===== src/rtl/ism_pkg.sv =====
// ism_pkg: shared types and constants of the integer stack machine step block
// no dependencies; used by the interfaces, the divider and the top level
`default_nettype none

package ism_pkg;

    localparam int STACK_DEPTH = 64;
    localparam int MEM_DEPTH   = 1024;
    localparam int RET_DEPTH   = 64;
    localparam int PROG_DEPTH  = 4096;

    localparam int DATA_W  = 32;
    localparam int STK_AW  = $clog2(STACK_DEPTH);
    localparam int SP_W    = $clog2(STACK_DEPTH + 1);
    localparam int MEM_AW  = $clog2(MEM_DEPTH);
    localparam int RET_AW  = $clog2(RET_DEPTH);
    localparam int RSP_W   = $clog2(RET_DEPTH + 1);
    localparam int PROG_AW = $clog2(PROG_DEPTH);
    localparam int PC_W    = PROG_AW + 1;

    typedef enum logic [4:0] {
        OP_NOP    = 5'd0,
        OP_PUSH   = 5'd1,
        OP_PRINT  = 5'd2,
        OP_DECL   = 5'd3,
        OP_STORE  = 5'd4,
        OP_STOREX = 5'd5,
        OP_LOAD   = 5'd6,
        OP_LOADX  = 5'd7,
        OP_INPUT  = 5'd8,
        OP_CMP    = 5'd9,
        OP_ADD    = 5'd10,
        OP_SUB    = 5'd11,
        OP_MUL    = 5'd12,
        OP_DIV    = 5'd13,
        OP_MOD    = 5'd14,
        OP_POP    = 5'd15,
        OP_JMP    = 5'd16,
        OP_JE     = 5'd17,
        OP_JNE    = 5'd18,
        OP_JG     = 5'd19,
        OP_JL     = 5'd20,
        OP_JGE    = 5'd21,
        OP_JLE    = 5'd22,
        OP_CALL   = 5'd23,
        OP_RET    = 5'd24,
        OP_EXIT   = 5'd25
    } op_t;

    typedef enum logic [2:0] {
        ERR_NONE      = 3'd0,
        ERR_UNDERFLOW = 3'd1,
        ERR_OVERFLOW  = 3'd2,
        ERR_DIV_ZERO  = 3'd3,
        ERR_BAD_ADDR  = 3'd4,
        ERR_BAD_OP    = 3'd5
    } err_t;

    typedef enum logic [1:0] {
        CMP_EQ = 2'd0,
        CMP_GT = 2'd1,
        CMP_LT = 2'd2
    } cmp_t;

    typedef enum logic [2:0] {
        ST_CLEAR,
        ST_IDLE,
        ST_READ1,
        ST_READ2,
        ST_EXEC,
        ST_DIV,
        ST_WB
    } state_t;

    typedef struct packed {
        logic              start;
        logic              is_mod;
        logic [DATA_W-1:0] dividend;
        logic [DATA_W-1:0] divisor;
    } div_req_t;

    typedef struct packed {
        logic              done;
        logic [DATA_W-1:0] result;
    } div_rsp_t;

endpackage

`default_nettype wire


===== src/rtl/ism_div.sv =====
// ism_div: signed 32-bit divider, one restoring step per cycle
// depends on ism_pkg; gives truncated quotient or remainder
`default_nettype none

module ism_div
(
    input  wire logic              clk,
    input  wire logic              rst_n,
    input  wire ism_pkg::div_req_t req,
    output ism_pkg::div_rsp_t      rsp
);
    import ism_pkg::*;

    localparam int CNT_W = $clog2(DATA_W);

    logic              busy_reg;
    logic [CNT_W-1:0]  cnt_reg;
    logic [DATA_W-1:0] rem_reg;
    logic [DATA_W-1:0] quo_reg;
    logic [DATA_W-1:0] dvs_reg;
    logic              neg_q_reg;
    logic              neg_r_reg;
    logic              is_mod_reg;
    logic              done_reg;

    logic [DATA_W:0]   trial;
    logic [DATA_W:0]   shifted;
    logic [DATA_W-1:0] mag_a;
    logic [DATA_W-1:0] mag_b;

    assign mag_a   = req.dividend[DATA_W-1] ? (~req.dividend + 1'b1) : req.dividend;
    assign mag_b   = req.divisor[DATA_W-1]  ? (~req.divisor + 1'b1)  : req.divisor;
    assign shifted = {rem_reg, quo_reg[DATA_W-1]};
    assign trial   = shifted - {1'b0, dvs_reg};

    always_ff @(posedge clk or negedge rst_n)
    begin
        if (!rst_n)
        begin
            busy_reg <= 1'b0;
            done_reg <= 1'b0;
            cnt_reg  <= '0;
        end
        else
        begin
            done_reg <= 1'b0;
            if (req.start)
            begin
                busy_reg <= 1'b1;
                cnt_reg  <= '0;
            end
            else if (busy_reg)
            begin
                cnt_reg <= cnt_reg + 1'b1;
                if (cnt_reg == CNT_W'(DATA_W - 1))
                begin
                    busy_reg <= 1'b0;
                    done_reg <= 1'b1;
                end
            end
        end
    end

    always_ff @(posedge clk)
    begin
        if (req.start)
        begin
            rem_reg    <= '0;
            quo_reg    <= mag_a;
            dvs_reg    <= mag_b;
            neg_q_reg  <= req.dividend[DATA_W-1] ^ req.divisor[DATA_W-1];
            neg_r_reg  <= req.dividend[DATA_W-1];
            is_mod_reg <= req.is_mod;
        end
        else if (busy_reg)
        begin
            if (!trial[DATA_W])
            begin
                rem_reg <= trial[DATA_W-1:0];
                quo_reg <= {quo_reg[DATA_W-2:0], 1'b1};
            end
            else
            begin
                rem_reg <= shifted[DATA_W-1:0];
                quo_reg <= {quo_reg[DATA_W-2:0], 1'b0};
            end
        end
    end

    always_comb
    begin
        rsp.done = done_reg;
        if (is_mod_reg)
            rsp.result = neg_r_reg ? (~rem_reg + 1'b1) : rem_reg;
        else
            rsp.result = neg_q_reg ? (~quo_reg + 1'b1) : quo_reg;
    end

endmodule

`default_nettype wire


===== config.mk =====
export PLATFORM = sky130hd
export DESIGN_NAME = ism_div
export DESIGN_NICKNAME = d
export VERILOG_FILES = /design/src/rtl/ism_pkg.sv /design/src/rtl/ism_div.sv
export SDC_FILE = /design/constraint.sdc
export NUM_CORES = 1
export LEC_CHECK = 0
export ABC_AREA = 1
export BUFFER_PORTS_ARGS = -buffer_cell sky130_fd_sc_hd__buf_2
export CORE_MARGIN = 2
export CORE_UTILIZATION = 60
export CTS_CLUSTER_SIZE = 28
export DETAILED_ROUTE_END_ITERATION = 6
export PLACE_DENSITY_LB_ADDON = 0.08
export SLEW_MARGIN = 20
export SYNTH_ARGS = -nofsm -noshare
export SYNTH_HDL_FRONTEND = slang
export SYNTH_SLANG_ARGS = --single-unit

===== constraint.sdc =====
create_clock -name clk -period 5.4 [get_ports clk]
set_input_delay 0.54 -clock clk [delete_from_list [all_inputs] [get_ports clk]]
set_output_delay 0.54 -clock clk [all_outputs]
set_load 0.05 [all_outputs]

==> results of run 1 <==
## cell usage after synthesis (3+ instances only)
cell type	number
ha_1	38
o21ai_0	119
nand3_1	144
clkbuf_1	29
nor3_1	42
nand4_1	19
inv_1	314
dfrtp_1	7
o31ai_1	5
or2_2	8
nor2_2	9
xnor2_1	23
a21oi_1	65
and2_1	5
nand2_1	560
nand2_4	4
a31oi_1	8
buf_6	5
inv_2	5
o21ai_1	6
buf_4	3
nand3b_1	3
nand2_2	5
dfxtp_1	32
nor4_1	3
edfxtp_1	67
nor2_1	157
xor2_1	37
## worst register-to-register path, stage by stage (launching register included)
cell,delay [ps]
edfxtp_1,360
inv_1,140
ha_1,280
fa_1,420
inv_1,100
nand2_1,70
nand2_1,100
nand3_1,90
nand2_2,120
nand2_1,70
nand2_2,100
nand2_4,80
nand2_4,80
nand2_2,60
nand2_4,310
nand2_1,130
nand3_1,110
nand2_1,50
## how the worst max path moves through the flow
stage | startpoint | to | slack (ps) | cells after the start
5_1_grt | is_mod_reg | rsp[8] | 1600 | 5
6_report | is_mod_reg | rsp[17] | 1810 | 5
4_1_cts | is_mod_reg | rsp[17] | 1910 | 5
3_3_place_gp | is_mod_reg | rsp[17] | 2380 | 5
2_1_floorplan | quo_reg[1] | rsp[19] | 2400 | 9
3_5_place_dp | is_mod_reg | rsp[17] | 2300 | 5
## through the flow
step / hold slack [ps] / utilization [%]
final: 364.5 / 66.61
after global routing: 354.3 / 66.61
after CTS: 349.7 / 66.61
after detailed placement: 378.5 / 64.72
after global placement: 377.3 / 64.72
after floorplan: 244.4 / -
## layout make-up
type / count / area, um^2
Clock buffer: 9 / 225.2
Fill cell: 1665 / 5736
Tap cell: 225 / 281.5
Multi-Input combinational cell: 1283 / 6265
Inverter: 319 / 1197
Sequential cell: 106 / 2828
Clock inverter: 7 / 88.84
Timing Repair Buffer: 107 / 555.5
## cells by family after synthesis
family	count (synthesis)	synth area share, %
AO/OA/AOI/OAI	217	10.94
XOR/XNOR	60	5.010
adder cells (fa/ha/maj)	39	4.723
buffers and inverters	360	13.37
flip-flops	106	26.96
AND/OR/NAND/NOR	967	39.00
## power breakdown
| part | internal, W | total [W] | switching [W] |
|---|---|---|---|
| clock | 0.000337 | 0.000692 | 0.000355 |
| combinational | 0.000234 | 0.000835 | 0.000601 |
| sequential | 0.000933 | 0.000985 | 0.0000519 |
## per-layer routing
layer | wire length [um] | part of all wire, %
met1 | 13240 | 44
met2 | 13770 | 45
met3 | 2638 | 8.7
met4 | 762 | 2.5
met5 | 0 | 0
==> results.ini, run 1 <==
[setup_path]
rr_worst_depth=17
path_cells=inv_1 -> a21oi_1 -> o21ai_0 -> o21ai_0 -> buf_2
max_stage_delay_ps=1030
critPathRequiredTime_ps=4860
path_buf_inv=2
worst_path_dominant_cell_family=buffers and inverters
start_kind=register
rrSetupSlack_ps=2610
cp_max_fo=33
reg2reg_to=rem_reg[13]
r2r_start=quo_reg[31]
crit_slowest_cell=edfxtp_1
crit_top_cell=o21ai_0
arrival_ps=3050
criticalPathCategory=register to output pin
crit_path_end_kind=output pin

[timing]
worst_slew_pin_slew_ps=1080
setup_viol=0
setup_ws_ps=1814
hold_viol_final=0
setup_tns_ps=0
skew_ps=16.35
slew-limit-headroom_pct=27.93
fin_crit_sh_pct=66.41
min_period_ps=3586
rsz0062_at_grt=false
fmax_mhz=278.9
slew_viol_final=0

[grt]
grt_use_met1_pct=45.67
grt_max_degree=56
track_usage_pct=33.60
grt_first_pass_wirelength_um=48850
gr-total-overflow=0
met3_usage_pct=6.898
grt_pass1_vias=9877
grtUsageMet2_pct=54.10
busiest_layer=met2
grt_antenna_before_repair=0

[logic_synthesis]
async_flop_share_pct=6.604
ys_seq_area_share_pct=26.96
ys_seq_elements=106
yosysWarningCount=0
ys.flop_type=edfxtp_1
synth_edf_count=67
synth_top_area_share_pct=20.04
syn_area_per_cell_um2=5.998
synth_area_um2=10490
syn_inst=1749
yosys-top-cells-area=nand2_1 (20%), edfxtp_1 (19%), inv_1 (11%), nand3_1 (6.9%), dfxtp_1 (6.1%)
ys_types=46
synth_top_cell_by_area=nand2_1
synth_nets=1856

[floorplan]
io_pins=101
rows=48
initial_utilization_pct=61.07
core-area_um2=17180
dieArea_um2=18560
die_h_um=136.2
die_w_um=136.2

[cts]
post_cts_buffers=0
numCtsBuffers=9
tritoncts=built
cts.sinks=106
htreeDepth=3
clk_latency_ps=370
clkTransAtPathRegs_ps=80
cts_buffer_depth=2
clockRootBuffer=clkbuf_16
ctsHoldBuffers=1
ctsResizeCount=0

[detailed_routing]
drt_iter0_markers=1052
ant_nets=0
drc_errors=0
wl_per_cell_um=14.79
dr.pass1.iters=6
via_per_inst=5.391
routed_wl_um=30410
vias=11080

[power]
power-per-cell-area_nw_per_um2=219.6
p_leak_nw=6.209
total_power_w=0.002512
irDropWorstVdd_mv=0.2011

[finish]
final_layout_size_suffix_gt1_share_pct=8.902
final_common_cell=nand2_1
nets=1933
area_growth_pct=9.065
design_area_um2=11440
antenna_cells=0
layout_common_cells=nand2_1 (560), inv_1 (314), nor2_1 (155)
layout.cells.non_filler=2056

[placement]
dp_cells=2039
port_buffers=100
placed_area_um2=11120
gp_congestion=0.9867
post-place-ws_ps=2303
dp_hpwl_um=24760

[run_status]
status=complete, no violations

[worst_hold_path]
holdPathEnd=is_mod_reg
hp-start=req[64]
min_path_type=input pin to register
min_path_cells=1

[run]
drv_cap=0

Power figures use the tool's default switching activity.
==> run 2: changes to the inputs <==
- ABC_AREA: 1 -> 0
- clock period: 5.4 -> 3.6 ns (I/O delays scaled with it)
==> results.ini, run 2 <==
[power]
p_leak_nw=4.228  ; was 6.209 nW
irDropWorstVdd_mv=0.9080  ; was 0.2011 mV
power-per-cell-area_nw_per_um2=1024  ; was 219.6 nW/um^2

[logic_synthesis]
yosysWarningCount=0  ; unchanged
ys_top_cells_by_count=nand2_1 (126), nor2_1 (116), a21oi_1 (89)  ; was nand2_1 (560), inv_1 (314), nor2_1 (157)
async_flop_share_pct=6.604  ; unchanged
syn_area_per_cell_um2=8.238  ; was 5.998 um^2
synth.most_common_cell=nand2_1  ; unchanged
yosys-top-cells-area=edfxtp_1 (24%), xnor2_1 (7.6%), dfxtp_1 (7.5%), xor2_1 (7.3%), ha_1 (5.6%)  ; was nand2_1 (20%), edfxtp_1 (19%), inv_1 (11%), nand3_1 (6.9%), dfxtp_1 (6.1%)
ys.flop_type=edfxtp_1  ; unchanged
syn_inst=1030  ; was 1749
ys_seq_area_share_pct=33.32  ; was 26.96%
synth_top_cell_by_area=edfxtp_1  ; was nand2_1
synth_edf_count=67  ; unchanged
ys_seq_elements=106  ; unchanged
ys_types=56  ; was 46
synth_top_area_share_pct=23.71  ; was 20.04%
synth_nets=1137  ; was 1856
synth_area_um2=8486  ; was 10490 um^2

[run]
drv_cap=0  ; unchanged

[setup_path]
cp_max_fo=3  ; was 33
arrival_ps=3300  ; was 3050 ps
r2r_start=rem_reg[2]  ; was quo_reg[31]
crit_slowest_cell=or4_4  ; was edfxtp_1
rr_worst_depth=15  ; was 17
criticalPathCategory=register to output pin  ; unchanged
max_stage_delay_ps=550  ; was 1030 ps
start_kind=register  ; unchanged
crit_top_cell=or3_4  ; was o21ai_0
rrSetupSlack_ps=200  ; was 2610 ps
cp-startpoint=rem_reg[2]  ; was is_mod_reg
critPathRequiredTime_ps=3240  ; was 4860 ps
path_cells=or4_4 -> nor3_4 -> buf_6 -> nand3_4 -> or3_4 -> or3_4 -> or3_4 -> o21ai_4 -> xor2_2 -> a21oi_2 -> buf_6  ; was inv_1 -> a21oi_1 -> o21ai_0 -> o21ai_0 -> buf_2
crit_path_end_kind=output pin  ; unchanged

[run_status]
violations=setup timing
status=finished with violations  ; was complete, no violations

[timing]
min_period_ps=3659
slew_viol_final=0  ; unchanged
hold_viol_final=0  ; unchanged
worst_slew_pin_slew_ps=1110  ; was 1080 ps
fmax_mhz=273.3
slew-limit-headroom_pct=26.00  ; was 27.93%
rsz0062_at_grt=true  ; was false
setup_viol=4  ; was 0
fin_crit_sh_pct=101.6
holdWs_ps=173.4  ; was 364.5 ps
setup_ws_ps=-58.70  ; was 1814 ps
skew_ps=14.46  ; was 16.35 ps

[placement]
dp_cells=1311  ; was 2039
gp_congestion=0.8758  ; was 0.9867
post-place-ws_ps=40.92  ; was 2303 ps
dp_hpwl_um=15100  ; was 24760 um
placed_area_um2=9453  ; was 11120 um^2
port_buffers=100  ; unchanged

[cts]
cts_buffer_depth=2  ; unchanged
tritoncts=built  ; unchanged
htreeDepth=3  ; unchanged
clkTransAtPathRegs_ps=70  ; was 80 ps
cts.sinks=106  ; unchanged
clk_latency_ps=370  ; about the same
numCtsBuffers=9  ; unchanged
clockRootBuffer=clkbuf_16  ; unchanged

[grt]
track_usage_pct=27.20  ; was 33.60%
grt_antenna_before_repair=0  ; unchanged
grt_pass1_vias=7170  ; was 9877
gr-total-overflow=0  ; unchanged
grt_first_pass_wirelength_um=32910  ; was 48850 um
grt_max_degree=106  ; was 56

[finish]
layout.cells.non_filler=1340  ; was 2056
design_area_um2=10150  ; was 11440 um^2
area_growth_pct=19.64  ; was 9.065%
nets=1262  ; was 1933
antenna_cells=0  ; unchanged
final_layout_size_suffix_gt1_share_pct=19.66  ; was 8.902%
post-route-util_pct=73.42  ; was 66.61%
final_common_cell=nand2_1  ; unchanged
layout_common_cells=nand2_1 (126), nor2_1 (116), buf_2 (93)  ; was nand2_1 (560), inv_1 (314), nor2_1 (155)

[floorplan]
rows=43  ; was 48
initial_utilization_pct=61.37  ; was 61.07%
dieArea_um2=15110  ; was 18560 um^2
io_pins=101  ; unchanged
die_w_um=122.9  ; was 136.2 um
die_h_um=122.9  ; was 136.2 um
core-area_um2=13830  ; was 17180 um^2

[worst_hold_path]
min_path_cells=1  ; unchanged
hp-start=req[64]  ; unchanged
min_path_type=input pin to register  ; unchanged

[detailed_routing]
drc_errors=0  ; unchanged
ant_nets=0  ; unchanged
dr.pass1.iters=4  ; was 6
drt_iter0_markers=521  ; was 1052
vias=7914  ; was 11080
wl_per_cell_um=15.54  ; was 14.79 um
via_per_inst=5.906  ; was 5.391
routed_wl_um=20820  ; was 30410 um

==> run 2: logic make-up after synthesis <==
logic type	share of synthesized area [%]
flops	33.32
fa+ha+maj	5.839
simple gates	20.13
mux	0.4719
xor+xnor	14.97
compound gates	21.07
buf+inv	4.202
==> run 2: layout make-up <==
class                   instances  area [um^2]
clock buffers                  10        229.0
clock inverters                 6        43.79
fillers                      1092         3675
inverters                      47        176.4
multi-input cells             830         5584
flip-flops and latches        106         2829
well taps                     180        225.2
repair buffers                161         1065
==> run 2: repair_timing <==
action                                  CTS  global route
gates resized for setup                  28            32
cloned                                    0             2
buffers inserted                          5             5
endpoints found under the hold margin     7             0
hold buffers                              1             0
endpoints found under the setup margin    8            40
pin swaps                                 9            11
==> run 2: through the flow <==
step                      TNS, ps  total power (W)
after floorplan                 0         0.006393
after global routing       -735.2          0.01107
final                      -196.4          0.01040
after detailed placement        0         0.008052
after CTS                  -361.8         0.009575
after global placement          0         0.007953
==> run 2: worst max-delay path: cells and delay by family (launching register included) <==
kind	cells	cell delay, ps
flip-flops	1	320
buffers and inverters	2	320
XOR/XNOR	1	170
AO/OA/AOI/OAI	2	270
AND/OR/NAND/NOR	6	1850
==> run 2: final timing paths <==
kind | end
max in group asynchronous | busy_reg
min reg2reg | cnt_reg[4]
min | is_mod_reg
min in group asynchronous | cnt_reg[1]
max | rsp[30]
max reg2reg | rem_reg[25]
==> run 2: power by group <==
part	internal (W)	switching, W	total [W]
Combinational	0.00321	0.00435	0.00757
Sequential	0.00156	0.000319	0.00188
Clock	0.000473	0.000475	0.000948
==> run 2: per-layer routing <==
layer	track usage [%]	vias to the layer above	wire length [um]
met4	6.753	0	325
met5	0	-	0
met2	47.41	138	10650
met3	4.566	23	683
li1	-	3976	-
met1	35.17	3777	9164
==> run 3: changes to the inputs <==
- CAP_MARGIN: not set -> 20
- CTS_BUF_LIST: not set -> sky130_fd_sc_hd__clkbuf_16
==> results.ini, run 3 (same netlist as run 2, synthesis figures left out) <==
[run_status]
status=finished with violations  ; unchanged
violations=setup timing  ; unchanged

[grt]
grt_max_degree=106  ; unchanged
track_usage_pct=27.20  ; unchanged
grt_pass1_vias=7170  ; unchanged
grt_first_pass_wirelength_um=32910  ; unchanged
grt_antenna_before_repair=0  ; unchanged
gr-total-overflow=0  ; unchanged

[detailed_routing]
via_per_inst=5.919  ; was 5.906
drc_errors=0  ; unchanged
routed_wl_um=20800  ; was 20820 um
drt_iter0_markers=518  ; was 521
wl_per_cell_um=15.52  ; was 15.54 um
dr.pass1.iters=5  ; was 4
ant_nets=0  ; unchanged
vias=7931  ; was 7914

[cts]
cts_buffer_depth=2  ; unchanged
cts.sinks=106  ; unchanged
clkTransAtPathRegs_ps=70  ; about the same
tritoncts=built  ; unchanged
numCtsBuffers=9  ; unchanged
clk_latency_ps=360  ; was 370 ps
clockRootBuffer=clkbuf_16  ; unchanged
htreeDepth=3  ; unchanged

[setup_path]
start_kind=register  ; unchanged
critPathRequiredTime_ps=3240  ; about the same
arrival_ps=3300  ; about the same
crit_path_end_kind=output pin  ; unchanged
cp-startpoint=rem_reg[2]  ; unchanged
r2r_start=rem_reg[2]  ; unchanged
cp_max_fo=3  ; unchanged
criticalPathCategory=register to output pin  ; unchanged

[placement]
dp_hpwl_um=15100  ; unchanged
port_buffers=100  ; unchanged
placed_area_um2=9453  ; unchanged
gp_congestion=0.8758  ; unchanged
post-place-ws_ps=40.92  ; unchanged
dp_cells=1311  ; unchanged

[finish]
design_area_um2=10150  ; unchanged
layout_common_cells=nand2_1 (126), nor2_1 (116), buf_2 (93)  ; unchanged
layout.cells.non_filler=1340  ; unchanged
area_growth_pct=19.64  ; unchanged
final_layout_size_suffix_gt1_share_pct=19.66  ; unchanged
final_common_cell=nand2_1  ; unchanged
antenna_cells=0  ; unchanged
nets=1262  ; unchanged

[timing]
min_period_ps=3661  ; was 3659 ps
worst_slew_pin_slew_ps=1109  ; was 1110 ps
fmax_mhz=273.1  ; was 273.3 MHz
skew_ps=10.13  ; was 14.46 ps
slew_viol_final=0  ; unchanged
setup_viol=4  ; unchanged
setup_ws_ps=-61.15  ; was -58.70 ps
rsz0062_at_grt=true  ; unchanged
hold_viol_final=0  ; unchanged
slew-limit-headroom_pct=26.06  ; was 26.00%
fin_crit_sh_pct=101.7  ; was 101.6%
holdWs_ps=173.5  ; was 173.4 ps

[floorplan]
die_w_um=122.9  ; unchanged
rows=43  ; unchanged
initial_utilization_pct=61.37  ; unchanged
io_pins=101  ; unchanged
die_h_um=122.9  ; unchanged
dieArea_um2=15110  ; unchanged
core-area_um2=13830  ; unchanged

[power]
power.share.switching_pct=49.51  ; about the same
p_switching_w=0.005144  ; was 0.005148 W
irDropWorstVdd_mv=0.9083  ; was 0.9080 mV
power-per-cell-area_nw_per_um2=1024  ; about the same
p_int_w=0.005247  ; was 0.005249 W
comb_power_share_pct=72.8  ; about the same
power_frac_seq_pct=18.1  ; about the same
p_clk_share_pct=9.1  ; about the same
p_leak_nw=4.232  ; was 4.228 nW

[worst_hold_path]
hp-start=req[64]  ; unchanged
min_path_type=input pin to register  ; unchanged

[run]
drv_cap=0  ; unchanged

==> run 3: timing repair <==
item                                    CTS  global route
gates cloned                              0             2
hold buffers                              1             0
hold endpoints to repair                  7             0
setup buffers                             5             5
pin swaps                                 9            11
endpoints found under the setup margin    8            40
resized for setup                        28            32
==> run 3: worst max-delay path: stages (launching register included) <==
cell	delay [ps]
dfxtp_2	320
or4_4	550
nor3_4	180
buf_6	140
nand3_4	70
or3_4	340
or3_4	340
or3_4	370
o21ai_4	190
xor2_2	170
a21oi_2	80
buf_6	180
==> run 3: power by group through the flow <==
| stage | combinational, W | clock, W | sequential, W |
|---|---|---|---|
| finish | 0.00757 | 0.000942 | 0.00188 |
| global route | 0.00816 | 0.000992 | 0.00191 |
| CTS | 0.00677 | 0.000949 | 0.00186 |
| detailed placement | 0.00618 | 0 | 0.00187 |
| global placement | 0.00609 | 0 | 0.00186 |
| floorplan | 0.00456 | 0 | 0.00184 |
==> run 3: area by class of cell <==
cell class,count,area (um^2)
fillers,1092,3675
well taps,180,225.2
repair buffers,161,1065
clock buffers,9,225.2
flip-flops and latches,106,2829
multi-input cells,830,5584
clock inverters,7,47.55
inverters,47,176.4
==> run 3: per-layer routing <==
layer | share of wire, % | wire [um] | track usage (%) | vias up
li1 | - | - | - | 3982
met1 | 44 | 9049 | 35.17 | 3780
met2 | 51 | 10670 | 47.41 | 147
met3 | 3.7 | 771 | 4.566 | 22
met4 | 1.5 | 309 | 6.753 | 0
met5 | 0 | 0 | 0 | -
==> run 3: final timing paths <==
check                      slack (ps)  cells after the start           to
max reg2reg                       200                     15  rem_reg[25]
min reg2reg                       540                      2   cnt_reg[4]
min                               170                      1   is_mod_reg
min in group asynchronous         370                      2   cnt_reg[1]
max in group asynchronous        3030                      2     busy_reg
max                               -60                     11      rsp[30]
==> run 3: stage by stage <==
step / power (W) / TNS (ps) / utilization [%]
after floorplan: 0.006393 / 0 / -
after global placement: 0.007953 / 0 / 68.36
after detailed placement: 0.008052 / 0 / 68.36
after CTS: 0.009573 / -361.8 / 71.48
after global routing: 0.01107 / -735.9 / 73.42
final: 0.01039 / -213.9 / 73.42
